### src/xed_pkg.sv
`timescale 1ns / 1ps
// shared types, codes and reference-name tables of the xml entity decoder
package xed_pkg;

    localparam int MAX_TEXT_DEF = 1024;

    localparam int NAME_COUNT = 5;
    localparam int NAME_SLOTS = 6;

    localparam logic [7:0] CH_AMP  = 8'h26;
    localparam logic [7:0] CH_HASH = 8'h23;
    localparam logic [7:0] CH_SEMI = 8'h3b;
    localparam logic [7:0] CH_LX   = 8'h78;
    localparam logic [7:0] CH_UX   = 8'h58;

    localparam logic [6:0] CODE_MAX = 7'h7f;

    typedef enum logic [2:0] {
        MODE_IDLE    = 3'd0,
        MODE_AMP     = 3'd1,
        MODE_HASH    = 3'd2,
        MODE_NODIGIT = 3'd3,
        MODE_DIGITS  = 3'd4,
        MODE_NAME    = 3'd5
    } t_mode;

    typedef enum logic [1:0] {
        KIND_NONE = 2'd0,
        KIND_EMIT = 2'd1,
        KIND_BAD  = 2'd2
    } t_kind;

    typedef enum logic [1:0] {
        ST_OK      = 2'd0,
        ST_INVALID = 2'd1,
        ST_LIMIT   = 2'd2
    } t_status;

    typedef struct packed {
        logic [7:0] out_byte;
        t_status    status;
        logic       end_of_slice;
    } t_result;

    typedef struct packed {
        logic       ok;
        logic [3:0] value;
    } t_digit;

    typedef struct packed {
        logic       hit;
        logic       done;
        logic [7:0] ch;
        logic [2:0] cur;
        logic [2:0] pos;
    } t_name_step;

    typedef struct packed {
        logic       hit;
        logic [2:0] idx;
    } t_name_start;

    // amp; apos; lt; gt; quot; padded with zero bytes
    localparam logic [7:0] NAME_CHARS [NAME_COUNT][NAME_SLOTS] = '{
        '{8'h61, 8'h6d, 8'h70, 8'h3b, 8'h00, 8'h00},
        '{8'h61, 8'h70, 8'h6f, 8'h73, 8'h3b, 8'h00},
        '{8'h6c, 8'h74, 8'h3b, 8'h00, 8'h00, 8'h00},
        '{8'h67, 8'h74, 8'h3b, 8'h00, 8'h00, 8'h00},
        '{8'h71, 8'h75, 8'h6f, 8'h74, 8'h3b, 8'h00}
    };

    // length including the closing semicolon
    localparam logic [2:0] NAME_LEN [NAME_COUNT] = '{3'd4, 3'd5, 3'd3, 3'd3, 3'd5};

    // decoded character of each name
    localparam logic [7:0] NAME_OUT [NAME_COUNT] = '{8'h26, 8'h27, 8'h3c, 8'h3e, 8'h22};

    function automatic t_digit digit_of(input logic [7:0] b, input logic hex);
        t_digit r;
        r = '0;
        if (b inside {[8'h30:8'h39]}) begin
            r.ok    = 1'b1;
            r.value = 4'(b - 8'h30);
        end else if (hex && (b inside {[8'h61:8'h66]})) begin
            r.ok    = 1'b1;
            r.value = 4'(b - 8'h57);
        end else if (hex && (b inside {[8'h41:8'h46]})) begin
            r.ok    = 1'b1;
            r.value = 4'(b - 8'h37);
        end
        return r;
    endfunction

    // first name whose leading letter is b
    function automatic t_name_start name_start(input logic [7:0] b);
        t_name_start r;
        r = '0;
        for (int c = NAME_COUNT - 1; c >= 0; c--) begin
            if (NAME_CHARS[c][0] == b) begin
                r.hit = 1'b1;
                r.idx = 3'(c);
            end
        end
        return r;
    endfunction

    // next step inside a name; candidates sharing the matched prefix may take over
    function automatic t_name_step name_step(input logic [2:0] cur, input logic [2:0] pos,
                                             input logic [7:0] b);
        t_name_step r;
        logic       same;
        r    = '0;
        same = 1'b0;
        if (cur < 3'(NAME_COUNT) && pos != 3'd0 && pos <= 3'd4 && b != 8'h00) begin
            for (int c = NAME_COUNT - 1; c >= 0; c--) begin
                // only amp and apos share a prefix, and only the leading letter
                same = (3'(c) == cur) || (pos == 3'd1 && c <= 1 && cur <= 3'd1);
                if (same && NAME_CHARS[c][pos] == b) begin
                    r.hit  = 1'b1;
                    r.done = (3'(pos + 3'd1) == NAME_LEN[c]);
                    r.ch   = NAME_OUT[c];
                    r.cur  = 3'(c);
                    r.pos  = 3'(pos + 3'd1);
                end
            end
        end
        return r;
    endfunction

endpackage

### src/xed_parser.sv
`timescale 1ns / 1ps
// reference parser: per-slice state registers and the single-step decode
module xed_parser #(
    parameter int MAX_TEXT = xed_pkg::MAX_TEXT_DEF
) (
    input  logic             i_clk,
    input  logic             i_rst_n,
    input  logic             i_fire,
    input  logic [7:0]       i_in_byte,
    input  logic             i_last_byte,
    output logic             o_res_valid,
    output xed_pkg::t_result o_res
);

    localparam int CW = $clog2(MAX_TEXT + 1);

    xed_pkg::t_mode   r_mode, n_mode;
    logic [6:0]       r_code, n_code;
    logic             r_ovf, n_ovf;
    logic             r_hex, n_hex;
    logic [CW-1:0]    r_count, n_count;
    logic             r_drop, n_drop;

    xed_pkg::t_digit     dig;
    xed_pkg::t_name_step nst;
    xed_pkg::t_name_start nsa;
    logic [11:0]      acc;
    logic             acc_ovf;
    logic [6:0]       acc_code;

    always_comb begin
        dig = xed_pkg::digit_of(i_in_byte, r_hex);
        nst = xed_pkg::name_step(r_code[5:3], r_code[2:0], i_in_byte);
        nsa = xed_pkg::name_start(i_in_byte);
        // value times base plus digit, saturating at 127
        if (r_hex) begin
            acc = {1'b0, r_code, 4'b0000};
        end else begin
            acc = {2'b00, r_code, 3'b000} + {4'b0000, r_code, 1'b0};
        end
        acc      = acc + {8'h00, dig.value};
        acc_ovf  = r_ovf || (acc > 12'd127);
        acc_code = acc_ovf ? xed_pkg::CODE_MAX : acc[6:0];
    end

    always_comb begin
        xed_pkg::t_kind   kind;
        logic [7:0]       ch;
        xed_pkg::t_status st;
        n_mode  = r_mode;
        n_code  = r_code;
        n_ovf   = r_ovf;
        n_hex   = r_hex;
        n_count = r_count;
        n_drop  = r_drop;
        kind    = xed_pkg::KIND_NONE;
        ch      = 8'h00;
        st      = xed_pkg::ST_OK;
        o_res_valid = 1'b0;
        o_res   = '0;
        if (i_fire) begin
            if (r_drop) begin
                if (i_last_byte) begin
                    n_mode  = xed_pkg::MODE_IDLE;
                    n_code  = '0;
                    n_ovf   = 1'b0;
                    n_hex   = 1'b0;
                    n_count = '0;
                    n_drop  = 1'b0;
                end
            end else begin
                case (r_mode)
                    xed_pkg::MODE_IDLE: begin
                        if (i_in_byte == xed_pkg::CH_AMP) begin
                            n_mode = xed_pkg::MODE_AMP;
                        end else begin
                            kind = xed_pkg::KIND_EMIT;
                            ch   = i_in_byte;
                        end
                    end
                    xed_pkg::MODE_AMP: begin
                        if (i_in_byte == xed_pkg::CH_HASH) begin
                            n_mode = xed_pkg::MODE_HASH;
                        end else if (nsa.hit) begin
                            n_mode = xed_pkg::MODE_NAME;
                            n_code = {1'b0, nsa.idx, 3'd1};
                        end else begin
                            kind = xed_pkg::KIND_BAD;
                        end
                    end
                    xed_pkg::MODE_HASH, xed_pkg::MODE_NODIGIT: begin
                        if (r_mode == xed_pkg::MODE_HASH &&
                            (i_in_byte == xed_pkg::CH_LX || i_in_byte == xed_pkg::CH_UX)) begin
                            n_hex  = 1'b1;
                            n_mode = xed_pkg::MODE_NODIGIT;
                        end else if (dig.ok) begin
                            n_ovf  = acc_ovf;
                            n_code = acc_code;
                            n_mode = xed_pkg::MODE_DIGITS;
                        end else begin
                            kind = xed_pkg::KIND_BAD;
                        end
                    end
                    xed_pkg::MODE_DIGITS: begin
                        if (i_in_byte == xed_pkg::CH_SEMI) begin
                            if (r_ovf) begin
                                kind = xed_pkg::KIND_BAD;
                            end else begin
                                kind   = xed_pkg::KIND_EMIT;
                                ch     = {1'b0, r_code};
                                n_mode = xed_pkg::MODE_IDLE;
                                n_code = '0;
                                n_ovf  = 1'b0;
                                n_hex  = 1'b0;
                            end
                        end else if (dig.ok) begin
                            n_ovf  = acc_ovf;
                            n_code = acc_code;
                        end else begin
                            kind = xed_pkg::KIND_BAD;
                        end
                    end
                    xed_pkg::MODE_NAME: begin
                        if (!nst.hit) begin
                            kind = xed_pkg::KIND_BAD;
                        end else if (nst.done) begin
                            kind   = xed_pkg::KIND_EMIT;
                            ch     = nst.ch;
                            n_mode = xed_pkg::MODE_IDLE;
                            n_code = '0;
                            n_ovf  = 1'b0;
                            n_hex  = 1'b0;
                        end else begin
                            n_code = {1'b0, nst.cur, nst.pos};
                        end
                    end
                    default: begin
                        kind = xed_pkg::KIND_BAD;
                    end
                endcase

                // open reference at slice end
                if (kind == xed_pkg::KIND_NONE && i_last_byte) begin
                    kind = xed_pkg::KIND_BAD;
                end

                if (kind != xed_pkg::KIND_NONE) begin
                    if (kind == xed_pkg::KIND_BAD) begin
                        st = xed_pkg::ST_INVALID;
                        ch = 8'h00;
                    end else if (r_count >= CW'(MAX_TEXT)) begin
                        st = xed_pkg::ST_LIMIT;
                        ch = 8'h00;
                    end else begin
                        n_count = r_count + CW'(1);
                    end
                    o_res_valid        = 1'b1;
                    o_res.out_byte     = ch;
                    o_res.status       = st;
                    o_res.end_of_slice = i_last_byte || (st != xed_pkg::ST_OK);
                end

                if (i_last_byte) begin
                    n_mode  = xed_pkg::MODE_IDLE;
                    n_code  = '0;
                    n_ovf   = 1'b0;
                    n_hex   = 1'b0;
                    n_count = '0;
                    n_drop  = 1'b0;
                end else if (st != xed_pkg::ST_OK) begin
                    n_mode = xed_pkg::MODE_IDLE;
                    n_code = '0;
                    n_ovf  = 1'b0;
                    n_hex  = 1'b0;
                    n_drop = 1'b1;
                end
            end
        end
    end

    always_ff @(posedge i_clk) begin
        if (!i_rst_n) begin
            r_mode  <= xed_pkg::MODE_IDLE;
            r_code  <= '0;
            r_ovf   <= 1'b0;
            r_hex   <= 1'b0;
            r_count <= '0;
            r_drop  <= 1'b0;
        end else begin
            r_mode  <= n_mode;
            r_code  <= n_code;
            r_ovf   <= n_ovf;
            r_hex   <= n_hex;
            r_count <= n_count;
            r_drop  <= n_drop;
        end
    end

endmodule

### src/xed_out_stage.sv
`timescale 1ns / 1ps
// result register with one skid entry, registered stall towards the parser
module xed_out_stage (
    input  logic             i_clk,
    input  logic             i_rst_n,
    input  logic             i_res_valid,
    input  xed_pkg::t_result i_res,
    input  logic             i_stall,
    output logic             o_valid,
    output xed_pkg::t_result o_res,
    output logic             o_full
);

    logic             r_main_valid, n_main_valid;
    logic             r_skid_valid, n_skid_valid;
    xed_pkg::t_result r_main, n_main;
    xed_pkg::t_result r_skid, n_skid;
    logic             take;

    always_comb begin
        take         = r_main_valid && !i_stall;
        n_main_valid = r_main_valid;
        n_skid_valid = r_skid_valid;
        n_main       = r_main;
        n_skid       = r_skid;
        if (take) begin
            n_main_valid = 1'b0;
        end
        if (r_skid_valid) begin
            // no new word arrives while the skid entry is full
            if (take) begin
                n_main       = r_skid;
                n_main_valid = 1'b1;
                n_skid_valid = 1'b0;
            end
        end else if (i_res_valid) begin
            if (!r_main_valid || take) begin
                n_main       = i_res;
                n_main_valid = 1'b1;
            end else begin
                n_skid       = i_res;
                n_skid_valid = 1'b1;
            end
        end
    end

    always_ff @(posedge i_clk) begin
        if (!i_rst_n) begin
            r_main_valid <= 1'b0;
            r_skid_valid <= 1'b0;
        end else begin
            r_main_valid <= n_main_valid;
            r_skid_valid <= n_skid_valid;
        end
    end

    always_ff @(posedge i_clk) begin
        r_main <= n_main;
        r_skid <= n_skid;
    end

    assign o_valid = r_main_valid;
    assign o_res   = r_main;
    assign o_full  = r_skid_valid;

endmodule

### src/xml_entity_decoder_core.sv
`timescale 1ns / 1ps
// xml character entity reference decoder, top level
//
// decodes one xml text or attribute slice a byte at a time, one input word per
// clock while o_stall is low: plain bytes pass through, &#N; &#xH; (value up to
// 127) and the names amp lt gt quot apos turn into one byte, anything else
// inside a reference or a reference left open at the slice end reports an
// invalid status, and a byte beyond MAX_TEXT per slice reports the limit
// status; after an error the rest of the slice is swallowed and the error word
// carries end_of_slice. each input word produces zero or one output word; the
// parser state is updated in the cycle the word is taken and the result is
// registered in the output register, or in the skid entry while that register
// is stalled. a single skid entry behind the output register absorbs a
// downstream stall, and o_stall is raised only while that entry is occupied
module xml_entity_decoder_core #(
    parameter int MAX_TEXT = xed_pkg::MAX_TEXT_DEF
) (
    input  logic       i_clk,
    input  logic       i_rst_n,
    // input channel
    input  logic       i_valid,
    output logic       o_stall,
    input  logic [7:0] i_in_byte,
    input  logic       i_last_byte,
    // output channel
    output logic       o_valid,
    input  logic       i_stall,
    output logic [7:0] o_out_byte,
    output logic [1:0] o_status,
    output logic       o_end_of_slice
);

    logic             fire;
    logic             res_valid;
    logic             full;
    xed_pkg::t_result res;
    xed_pkg::t_result out_res;

    // a word is taken whenever the skid entry is free
    assign o_stall = full;
    assign fire    = i_valid && !full;

    xed_parser #(
        .MAX_TEXT (MAX_TEXT)
    ) u_parser (
        .i_clk       (i_clk),
        .i_rst_n     (i_rst_n),
        .i_fire      (fire),
        .i_in_byte   (i_in_byte),
        .i_last_byte (i_last_byte),
        .o_res_valid (res_valid),
        .o_res       (res)
    );

    xed_out_stage u_out (
        .i_clk       (i_clk),
        .i_rst_n     (i_rst_n),
        .i_res_valid (res_valid),
        .i_res       (res),
        .i_stall     (i_stall),
        .o_valid     (o_valid),
        .o_res       (out_res),
        .o_full      (full)
    );

    // result fields onto the ports
    assign o_out_byte     = out_res.out_byte;
    assign o_status       = out_res.status;
    assign o_end_of_slice = out_res.end_of_slice;

endmodule

### config.mk
export PLATFORM = sky130hd
export DESIGN_NAME = xml_entity_decoder_core
export DESIGN_NICKNAME = d
export VERILOG_FILES = /design/src/xed_pkg.sv /design/src/xed_parser.sv /design/src/xed_out_stage.sv /design/src/xml_entity_decoder_core.sv
export SDC_FILE = /design/constraint.sdc
export NUM_CORES = 1
export LEC_CHECK = 0
export BUFFER_PORTS_ARGS = -buffer_cell sky130_fd_sc_hd__buf_2
export CELL_PAD_IN_SITES_DETAIL_PLACEMENT = 1
export CELL_PAD_IN_SITES_GLOBAL_PLACEMENT = 1
export CORE_ASPECT_RATIO = 1.1
export CORE_MARGIN = 3
export CORE_UTILIZATION = 40
export CTS_CLUSTER_SIZE = 28
export DETAILED_ROUTE_END_ITERATION = 7
export PLACE_DENSITY_LB_ADDON = 0.1
export SLEW_MARGIN = 20
export SYNTH_ARGS = -nofsm -noshare
export SYNTH_HDL_FRONTEND = slang
export SYNTH_HIERARCHICAL = 1
export SYNTH_SLANG_ARGS = --single-unit
export TNS_END_PERCENT = 100
### constraint.sdc
create_clock -name i_clk -period 8.8 [get_ports i_clk]
set_input_delay 1.76 -clock i_clk [delete_from_list [all_inputs] [get_ports i_clk]]
set_output_delay 1.76 -clock i_clk [all_outputs]
set_load 0.005 [all_outputs]
==> summary.md, run 1 <==
| Metric | Value |
|---|---|
| Max-Cap Viols | `0` |
| CTS-repair resized insts | `0` |
| GR peak layer | `met2` |
| Ratio of cells with drive above 1 in the final layout | `11.9%` |
| Final hold viol count | `0` |
| Nets | `568` |
| Worst Hold Slack | `0.504 ns` |
| Design area | `4720 um^2` |
| Num CTS Buffers | `5` |
| Peak VDD IR | `0.0752 mV` |
| Filler Cells Inserted | `1,294` |
| Die area | `12,300 um^2` |
| Area leader, netlist | `edfxtp_1` |
| Max_slew headroom | `34.8%` |
| Fraction of the yosys area taken by sequential cells | `26.9%` |
| GRT met1 Usage | `29.2%` |
| Overflow left after global routing | `0` |
| Biggest cell delay along the critical path | `0.54 ns` |
| Worst R2R Start | `u_parser/r_code[2]$_SDFFE_PN0P_` |
| Main synth FF type | `dfxtp_1` |
| Critical Path Start | `i_in_byte[0]` |
| Antenna violations before repair | `0` |
| Bufs and invs on worst path | `2` |
| Startpoint Class | `input port` |
| Post-synth top area share | `15.0%` |
| Worst Hold Class | `flip-flop to flip-flop` |
| Slew Limit Fails | `0` |
| Fin crit share | `65.2%` |
| Postcts setup bufs | `0` |
| Largest net degree at the start of global routing | `23` |
| Syn_nets | `563` |
| Top cell by count, worst path | `a21oi_1` |
| Crit-path cells | `buf_2 > inv_1 > ha_1 > o21bai_1 > a21oi_1 > a41oi_1 > nor2_1 > ha_1 > fa_1 > a21oi_1 > nor2_1 > a21o_1 > a21oi_1 > a311oi_1 > o311a_1 > mux2_4` |
| Via count | `4,089` |
| Met3 GRT Util | `2.12%` |
| Worst EP arrival | `5.92 ns` |
| Crit end category | `flip-flop` |
| Period minus WS final | `5.74 ns` |
| First-pass GRT wire length | `22,500 um` |
| Sequential cell area | `1180 um^2` |
| FF+latch count, synth | `48` |
| Cell Pwr Density | `128 nW/um^2` |
| DRT antenna net count | `0` |
| CORE AREA | `10,500 um^2` |
| Wirelength per Cell | `20.2 um` |
| Clock skew | `0.00424 ns` |
| Drt drc | `0` |
| Area of the multi-input gates | `2990 um^2` |
| Yosys warnings | `6` |
| CTS clk-pin slew, worst paths | `0.06 ns` |
| Crit-path max FO | `16` |
| Fin Setup TNS | `0 ns` |
| Post-synth design cell area | `4390 um^2` |
| Slew @ Worst Pin | `0.965 ns` |
| RePlAce Congestion | `0.903` |
| Pre-CTS WS | `2.76 ns` |
| DR vias/cell | `6.08` |
| DIE WIDTH | `106 um` |
| I/O pin cnt | `26` |
| Hold path startpoint | `u_parser/r_count[8]$_SDFFE_PN0P_` |
| Maximum root-to-sink buffer count | `2` |
| Htree depth | `2` |
| Max frequency | `174 MHz` |
| Met2 Usage GRT | `39.3%` |
| Site Rows | `39` |
| EDFF count, synth | `22` |
| Num Clock Sinks | `48` |
| Clk root buf | `clkbuf_16` |
| Crit path max-delay family | `compound AO/OA/AOI/OAI gates` |
| LEAKAGE | `1.74 nW` |
| TritonCTS clock tree | `built` |
| DRT Pass-1 Iters | `4` |
| Critical-path top delay cell | `a41oi_1` |
| Vias in the first global route | `4,226` |
| Port Buf Inserts | `25` |
| Synth top area cells | `edfxtp_1 15%, dfxtp_1 12%, ha_1 7.1%` |
| Syn Area/Cell | `8.40 um^2` |
| DIE HEIGHT | `116 um` |
| Status | `finished clean` |
| Crit Path Class | `input port to flip-flop` |
| RSZ-0062 raised after global routing | `false` |
| Area growth syn-to-layout | `7.35%` |
| Antenna diodes | `0` |
| Required time worst endpoint | `8.98 ns` |
| Post-Synthesis Cells | `523` |
| Drt total wl | `13,600 um` |
| Initial Utilization | `41.7%` |
| Number of library cell types mapped by synthesis | `81` |
| Async SR Flop Fraction | `0%` |
| Total track usage | `22.8%` |
| Initial DRC count | `217` |
| Placed Instance Area | `4550 um^2` |
| Worst setup margin | `3.06 ns` |
| Final setup viols | `0` |
| Post-CTS Hold Fix Bufs | `0` |
| Post-DP HPWL | `10,000 um` |
| Clk_lat worst skew | `0.29 ns` |
layer usage:
metal / up-vias / part of all wire, %
met3: 33 / 3.8
li1: 1957 / -
met4: 0 / 3.3
met1: 2013 / 46
met5: - / 0
met2: 86 / 47
registers in the layout, summed over array words and instances, names as in the netlist:
| signal | cells |
|---|---|
| u_out/o_full | 1 |
| u_out/o_res | 11 |
| u_out/o_valid | 1 |
| u_out/r_skid | 11 |
| u_parser/r_code | 7 |
| u_parser/r_count | 11 |
| u_parser/r_drop | 1 |
| u_parser/r_hex | 1 |
| u_parser/r_mode | 3 |
| u_parser/r_ovf | 1 |
cells in the mapped netlist (5+ instances only):
library cell and n:
nor2_1 51, nand2_1 38, a21oi_1 36, dfxtp_1 26, ha_1 25, o21ai_0 23, edfxtp_1 22, nand3_1 21
nor3_1 19, inv_1 17, xnor2_1 16, mux2i_1 14, nor2b_1 14, clkbuf_1 13, o211ai_1 12, nand2b_1 11
nand4_1 10, buf_2 9, mux2_4 8, xor2_1 8, a211oi_1 7, a22oi_1 7, or3_1 6, a21o_1 5
and3_1 5, o22ai_1 5, o31ai_1 5
layout make-up:
class	count	share of cell area (%)
tap	143	3.79
clock buffer	5	2.65
multi-input combinational	429	63.3
clock inverter	3	0.902
timing repair buffer	27	2.97
sequential	48	25.0
inverter	17	1.35
kinds of logic (layout without fill, tap and decap cells):
logic type,count (synthesis),in the layout,share of synthesized area (%)
adder cells (fa/ha/maj),27,27,8.03
buffers and inverters,46,52,5.18
flip-flops,48,48,26.9
XOR/XNOR,24,24,4.78
multiplexers,27,27,7.46
AND/OR/NAND/NOR,205,205,24.6
AO/OA/AOI/OAI,146,146,23.0
placed cells by master (no fill, tap or decap), types with 5 or more instances in the layout:
cell	Yosys	final
a211oi_1	7	7
a21o_1	5	5
a21oi_1	36	36
a22oi_1	7	7
and3_1	5	5
buf_2	9	25
clkbuf_16	0	5
dfxtp_1	26	26
edfxtp_1	22	22
ha_1	25	25
inv_1	17	17
mux2_4	8	8
mux2i_1	14	14
nand2_1	38	38
nand2b_1	11	11
nand3_1	21	21
nand4_1	10	10
nor2_1	51	51
nor2b_1	14	14
nor3_1	19	19
o211ai_1	12	12
o21ai_0	23	23
o22ai_1	5	5
o31ai_1	5	5
or3_1	6	6
xnor2_1	16	16
xor2_1	8	8
tightest hold or removal path, cell delays in order, from the launching register on:
cell and delay (ns):
dfxtp_1 0.32, o21ai_0 0.08, a21oi_1 0.06
metrics by stage:
stage               power, mW  utilization, %  instances
floorplan               0.357               -        523
global placement        0.391            43.2        664
detailed placement      0.393            43.2        664
CTS                     0.610            44.8        672
global route            0.633            44.8        672
finish                  0.603            44.8        672
worst paths after layout:
path              slack, ns                          endpoint  depth (start not counted)
setup / recovery       3.06   u_parser/r_code[5]$_SDFFE_PN0P_                         16
hold / removal         0.50  u_parser/r_count[8]$_SDFFE_PN0P_                          2
setup reg to reg       3.78          u_out/o_res[5]$_DFFE_PP_                         11
hold reg to reg        0.50  u_parser/r_count[8]$_SDFFE_PN0P_                          2
report_power, final:
group	total (mW)	switching (mW)	internal, mW	leakage, nW
clock network	0.214	0.0809	0.133	0.0798
logic	0.127	0.0776	0.0491	1.24
registers	0.262	0.0111	0.251	0.420
total	0.603	0.170	0.434	1.74
(Power assumes the default switching activity.)
==> run 2, diff against run 1 <==
Clock period 8.8 ns to 4.8 ns, I/O delays scaled along.
==> run 2 against run 1 <==
- worst hold slack improved by 0.0046 ns
- first-iteration DRC count down 29%
- setup slack worse by 2.7 ns
- sequential power is 84% higher
- design area up 3.2%
- routed wire length up 2.8%
- global-route usage increased by 0.089 points
- largest power group unchanged
- highest routed layer unchanged
==> summary.md, run 2 (same netlist as run 1, synthesis figures left out) <==
| Metric | Value |
|---|---|
| Status | `finished clean` |
| Drt drc | `0 (unchanged)` |
| Startpoint Class | `input port` |
| Worst setup margin | `0.386 ns (-2.68 ns)` |
| Post-DP HPWL | `10,800 um (+7.4%)` |
| DRT antenna net count | `0 (unchanged)` |
| Max-Cap Viols | `0 (unchanged)` |
| Postcts setup bufs | `0 (unchanged)` |
| Die area | `12,300 um^2 (unchanged)` |
| Bufs and invs on worst path | `2 (unchanged)` |
| Crit-path cells | `buf_2 > inv_1 > ha_1 > o21bai_1 > a21oi_1 > a41oi_1 > nor2_1 > ha_1 > fa_1 > a21oi_1 > nor2_1 > a21o_1 > a21oi_1 > a311oi_1 > o311a_1 > mux2_4` |
| Maximum root-to-sink buffer count | `2 (unchanged)` |
| DIE HEIGHT | `116 um (unchanged)` |
| Slew @ Worst Pin | `0.941 ns (-0.0238 ns)` |
| Drt total wl | `13,900 um (+2.8%)` |
| Site Rows | `39 (unchanged)` |
| Ratio of cells with drive above 1 in the final layout | `14.7% (+2.7 points)` |
| Switch Pwr | `0.313 mW (+84%)` |
| Final hold viol count | `0 (unchanged)` |
| RePlAce Congestion | `0.901 (-0.18%)` |
| Area of the multi-input gates | `2990 um^2 (+0.13%)` |
| Design area | `4870 um^2 (+3.2%)` |
| Worst r2r path cells | `14 (+3)` |
| Placed cell count | `681 (+2.6%)` |
| Antenna diodes | `0 (unchanged)` |
| Largest net degree at the start of global routing | `22 (-4.3%)` |
| Sw frac | `26.8% (-1.3 points)` |
| DR vias/cell | `5.99 (-1.6%)` |
| Slew Limit Fails | `0 (unchanged)` |
| Clock skew | `0.00282 ns (-0.00143 ns)` |
| Sequential cell area | `1180 um^2 (unchanged)` |
| Worst R2R Start | `u_parser/r_code[1]$_SDFFE_PN0P_` |
| Crit Path Class | `input port to flip-flop` |
| Clk root buf | `clkbuf_16` |
| Htree depth | `2 (unchanged)` |
| Clk_lat worst skew | `0.29 ns (about the same)` |
| Filler Cells Inserted | `1,301 (+0.54%)` |
| RR Endpoint | `u_out/r_skid[6]$_DFFE_PP_` |
| TritonCTS clock tree | `built` |
| Gate power share | `20.6% (-0.4 points)` |
| Total track usage | `22.9% (+0.089 points)` |
| Initial Utilization | `41.7% (unchanged)` |
| LEAKAGE | `1.84 nW (+5.5%)` |
| Internal power | `0.855 mW (+97%)` |
| Biggest cell delay along the critical path | `0.42 ns (-0.12 ns)` |
| Overflow left after global routing | `0 (unchanged)` |
| Vias in the first global route | `4,248 (+0.52%)` |
| Fin util | `46.2% (+1.4 points)` |
| Area growth syn-to-layout | `10.8%` |
| Reg2Reg Setup Slack | `0.52 ns (-3.26 ns)` |
| Fin Setup TNS | `0 ns (unchanged)` |
| Worst Hold Class | `flip-flop to flip-flop` |
| Fin crit share | `92.0%` |
| First-pass GRT wire length | `22,400 um (-0.43%)` |
| I/O pin cnt | `26 (unchanged)` |
| Port Buf Inserts | `25 (unchanged)` |
| Initial DRC count | `154 (-29%)` |
| Max Used Layer | `met4` |
| Pre-CTS WS | `0.0873 ns (-2.67 ns)` |
| CTS clk-pin slew, worst paths | `0.06 ns (about the same)` |
| Clk network pwr share | `38.1% (+2.6 points)` |
| CORE AREA | `10,500 um^2 (unchanged)` |
| Total power | `1.17 mW (+94%)` |
| Stages on worst setup path | `16 (unchanged)` |
| Required time worst endpoint | `4.98 ns (-4.00 ns)` |
| Worst EP arrival | `4.59 ns (-1.33 ns)` |
| DRT Pass-1 Iters | `4 (unchanged)` |
| Period minus WS final | `4.41 ns` |
| Most common cell after layout, fill and taps aside | `nor2_1` |
| Hold path startpoint | `u_parser/r_count[8]$_SDFFE_PN0P_` |
| Critical-path top delay cell | `fa_1` |
| Routed met1 length | `6320 um (+2.2%)` |
| Placed Instance Area | `4680 um^2 (+2.8%)` |
| Post-CTS Hold Fix Bufs | `0 (unchanged)` |
| Non-Filler Instances | `689 (+2.5%)` |
| Final setup viols | `0 (unchanged)` |
| Hold EP | `u_parser/r_count[8]$_SDFFE_PN0P_` |
| Peak VDD IR | `0.173 mV (+130%)` |
| Hold path depth | `2 (unchanged)` |
| Num Clock Sinks | `48 (unchanged)` |
| DR WL met3 | `430 um (-16%)` |
| Max frequency | `227 MHz` |
| Worst Hold Slack | `0.509 ns (+0.00458 ns)` |
| Sequential power share | `41.2% (-2.3 points)` |
| CTS-repair resized insts | `0 (unchanged)` |
| Crit-path max FO | `16 (unchanged)` |
| DIE WIDTH | `106 um (unchanged)` |
| Nets | `585 (+3.0%)` |
| Crit path max-delay family | `compound AO/OA/AOI/OAI gates` |
| Cell Pwr Density | `240 nW/um^2 (+87%)` |
| RSZ-0062 raised after global routing | `false` |
| Max_slew headroom | `37.0% (+2.2 points)` |
| Top cell by count, worst path | `a21oi_1` |
| Routed met2 length | `6940 um (+8.2%)` |
| Antenna violations before repair | `0 (unchanged)` |
| Wirelength per Cell | `20.2 um (+0.28%)` |
| Via count | `4,124 (+0.86%)` |
| Num CTS Buffers | `5 (unchanged)` |
| Crit end category | `flip-flop` |
| Most frequent cells in the layout | `51 x nor2_1, 38 x nand2_1, 36 x a21oi_1, 26 x dfxtp_1` |
[run 2: cell types whose count changed in the layout (fill, tap and decap cells not counted), sizes merged]
cell,delta
clkinv,-1
clkinvlp,-1
buf,+17
bufinv,+1
clkbuf,+1
[run 2: power by group through the flow]
stage / registers [mW] / logic [mW] / clock network (mW)
after global placement: 0.489 / 0.234 / 0
after floorplan: 0.481 / 0.174 / 0
after detailed placement: 0.491 / 0.239 / 0
final: 0.481 / 0.241 / 0.445
after CTS: 0.482 / 0.240 / 0.453
after global routing: 0.484 / 0.265 / 0.476
[run 2: worst max path at each step]
stage / start / end / slack [ns]
6_report: i_in_byte[0] / u_parser/r_code[5]$_SDFFE_PN0P_ / 0.39
4_1_cts: i_in_byte[0] / u_parser/r_code[5]$_SDFFE_PN0P_ / 0.38
3_3_place_gp: i_in_byte[0] / u_parser/r_code[5]$_SDFFE_PN0P_ / 0.30
3_5_place_dp: i_in_byte[0] / u_parser/r_code[5]$_SDFFE_PN0P_ / 0.09
5_1_grt: i_in_byte[0] / u_parser/r_code[0]$_SDFFE_PN0P_ / 0.01
2_1_floorplan: i_in_byte[1] / u_parser/r_code[5]$_SDFFE_PN0P_ / 0.15
[run 2: layer usage]
metal,track usage [%],vias to the layer above
met5,0,-
met4,6.04,0
met3,2.17,21
met2,42.6,87
met1,28.5,2030
li1,-,1986
[run 2: area by class of cell]
class                   instances  share of cell area [%]
clock inverters                 2                    1.23
well taps                     143                    3.67
clock buffers                   6                    2.65
multi-input cells             429                    61.4
repair buffers                 44                    5.50
inverters                      17                    1.31
flip-flops and latches         48                    24.3
[run 2: worst reg2reg max path: cells and delay by family, from the launching register on]
kind | cells | cell delay [ns]
flops | 1 | 0.67
xor+xnor | 1 | 0.15
compound gates | 4 | 0.61
fa+ha+maj | 2 | 0.54
buf+inv | 1 | 0.07
mux | 1 | 0.20
simple gates | 5 | 1.66
==> run 3, diff against run 2 <==
Settings changed: RECOVER_POWER set to 25.
==> run 3 against run 2 <==
- design area fell by 0.46%
- flip-flop and latch count did not move
- clock skew barely moved
- final cell count did not move
- sequential power barely moved
- critical endpoint unchanged
==> summary.md, run 3 (same netlist as run 1, synthesis figures left out) <==
| Metric | Value |
|---|---|
| Clk root buf | `clkbuf_16` |
| Worst Hold Slack | `0.504 ns (-0.00439 ns)` |
| CORE AREA | `10,500 um^2 (unchanged)` |
| DR vias/cell | `5.97 (-0.34%)` |
| Die area | `12,300 um^2 (unchanged)` |
| Antenna diodes | `0 (unchanged)` |
| Ratio of cells with drive above 1 in the final layout | `12.5% (-2.2 points)` |
| Required time worst endpoint | `4.98 ns (about the same)` |
| Worst R2R Start | `u_parser/r_code[1]$_SDFFE_PN0P_` |
| Hold path startpoint | `u_parser/r_count[8]$_SDFFE_PN0P_` |
| Final setup viols | `0 (unchanged)` |
| Status | `finished clean` |
| Critical Path Start | `i_in_byte[0]` |
| Most frequent cells in the layout | `51 x nor2_1, 38 x nand2_1, 37 x a21oi_1, 26 x dfxtp_1, 25 x ha_1` |
| Vias in the first global route | `4,248 (unchanged)` |
| Max_slew headroom | `36.1% (-0.88 points)` |
| Initial DRC count | `185 (+20%)` |
| Period minus WS final | `4.41 ns (-0.00195 ns)` |
| Slew @ Worst Pin | `0.954 ns (+0.0132 ns)` |
| Overflow left after global routing | `0 (unchanged)` |
| Most common cell after layout, fill and taps aside | `nor2_1` |
| Drt total wl | `14,000 um (+0.26%)` |
| First-pass GRT wire length | `22,400 um (unchanged)` |
| Clk_lat worst skew | `0.29 ns (about the same)` |
| Maximum root-to-sink buffer count | `2 (unchanged)` |
| Site Rows | `39 (unchanged)` |
| Initial Utilization | `41.7% (unchanged)` |
| Slew Limit Fails | `0 (unchanged)` |
| Crit-path cells | `buf_2 > inv_1 > ha_1 > o21bai_1 > a21oi_1 > a41oi_1 > nor2_1 > ha_1 > fa_1 > a21oi_1 > nor2_1 > a21o_1 > a21oi_1 > a311oi_1 > o311a_1 > mux2_4` |
| DRT antenna net count | `0 (unchanged)` |
| Critical-path top delay cell | `fa_1` |
| Crit Path Class | `input port to flip-flop` |
| Worst Hold Class | `flip-flop to flip-flop` |
| Crit end category | `flip-flop` |
| Crit path max-delay family | `compound AO/OA/AOI/OAI gates` |
| Startpoint Class | `input port` |
| Post-DP HPWL | `10,800 um (unchanged)` |
| DIE WIDTH | `106 um (unchanged)` |
| Area growth syn-to-layout | `10.3%` |
| DIE HEIGHT | `116 um (unchanged)` |
| Port Buf Inserts | `25 (unchanged)` |
| CTS clk-pin slew, worst paths | `0.06 ns (about the same)` |
| Drt drc | `0 (unchanged)` |
| Pre-CTS WS | `0.0873 ns (unchanged)` |
| Largest net degree at the start of global routing | `22 (unchanged)` |
| Cell Pwr Density | `240 nW/um^2 (+0.23%)` |
| Worst EP arrival | `4.59 ns (about the same)` |
| Htree depth | `2 (unchanged)` |
| Total track usage | `22.9% (unchanged)` |
| RSZ-0062 raised after global routing | `false` |
| Num CTS Buffers | `5 (unchanged)` |
| Max-Cap Viols | `0 (unchanged)` |
| Postcts setup bufs | `0 (unchanged)` |
| Biggest cell delay along the critical path | `0.42 ns (about the same)` |
| Peak VDD IR | `0.172 mV (-0.33%)` |
| Clock skew | `0.00256 ns (-0.000251 ns)` |
| I/O pin cnt | `26 (unchanged)` |
| Via count | `4,110 (-0.34%)` |
| RePlAce Congestion | `0.901 (unchanged)` |
| CTS-repair resized insts | `0 (unchanged)` |
| Wirelength per Cell | `20.3 um (+0.26%)` |
| Bufs and invs on worst path | `2 (unchanged)` |
| Post-CTS Hold Fix Bufs | `0 (unchanged)` |
| Crit-path max FO | `16 (unchanged)` |
| Fin crit share | `91.9% (about the same)` |
| Fin Setup TNS | `0 ns (unchanged)` |
| LEAKAGE | `1.81 nW (-1.8%)` |
| Final hold viol count | `0 (unchanged)` |
| Worst setup margin | `0.388 ns (+0.00195 ns)` |
| Max frequency | `227 MHz (about the same)` |
| Top cell by count, worst path | `a21oi_1` |
| DRT Pass-1 Iters | `4 (unchanged)` |
| Nets | `585 (unchanged)` |
| Num Clock Sinks | `48 (unchanged)` |
| Antenna violations before repair | `0 (unchanged)` |
| TritonCTS clock tree | `built` |
## run 3: final timing paths
| check | to | slack (ns) | cells past startpoint |
|---|---|---|---|
| min | u_parser/r_count[8]$_SDFFE_PN0P_ | 0.50 | 2 |
| max | u_parser/r_code[5]$_SDFFE_PN0P_ | 0.39 | 16 |
| max reg2reg | u_out/o_res[6]$_DFFE_PP_ | 0.40 | 13 |
| min reg2reg | u_parser/r_count[8]$_SDFFE_PN0P_ | 0.50 | 2 |
## run 3: stage by stage
| stage | area, um^2 | power (mW) | std cells | util, % |
|---|---|---|---|---|
| 6_report | 4850 | 1.16 | 689 | 46.0 |
| 3_5_place_dp | 4680 | 0.729 | 681 | 44.4 |
| 4_1_cts | 4870 | 1.18 | 689 | 46.2 |
| 3_3_place_gp | 4680 | 0.723 | 681 | 44.4 |
| 5_1_grt | 4850 | 1.22 | 689 | 46.0 |
| 2_1_floorplan | 4390 | 0.655 | 523 | - |
## run 3: report_power, final
group | total (mW) | switching [mW] | internal (mW)
clock | 0.445 | 0.146 | 0.299
combinational | 0.238 | 0.145 | 0.0925
sequential | 0.482 | 0.0215 | 0.460
total | 1.16 | 0.313 | 0.851
## run 3: cell type report
| class | count | area [um^2] |
|---|---|---|
| Clock inverter | 2 | 60.1 |
| Fill cell | 1309 | 5690 |
| Timing Repair Buffer | 44 | 253 |
| Tap cell | 143 | 179 |
| Clock buffer | 6 | 129 |
| Inverter | 17 | 63.8 |
| Multi-Input combinational cell | 429 | 2980 |
| Sequential cell | 48 | 1180 |
## run 3: worst min-delay path, cell delays in order (launching register included)
cell     delay, ns
dfxtp_1       0.32
o21ai_0       0.08
a21oi_1       0.06
## run 3: routing by layer
layer | track usage (%) | vias up | part of all wire [%]
met5 | 0 | - | 0
met4 | 6.04 | 0 | 2.1
met3 | 2.17 | 20 | 3.7
met2 | 42.6 | 96 | 49
met1 | 28.5 | 2009 | 45
li1 | - | 1985 | -
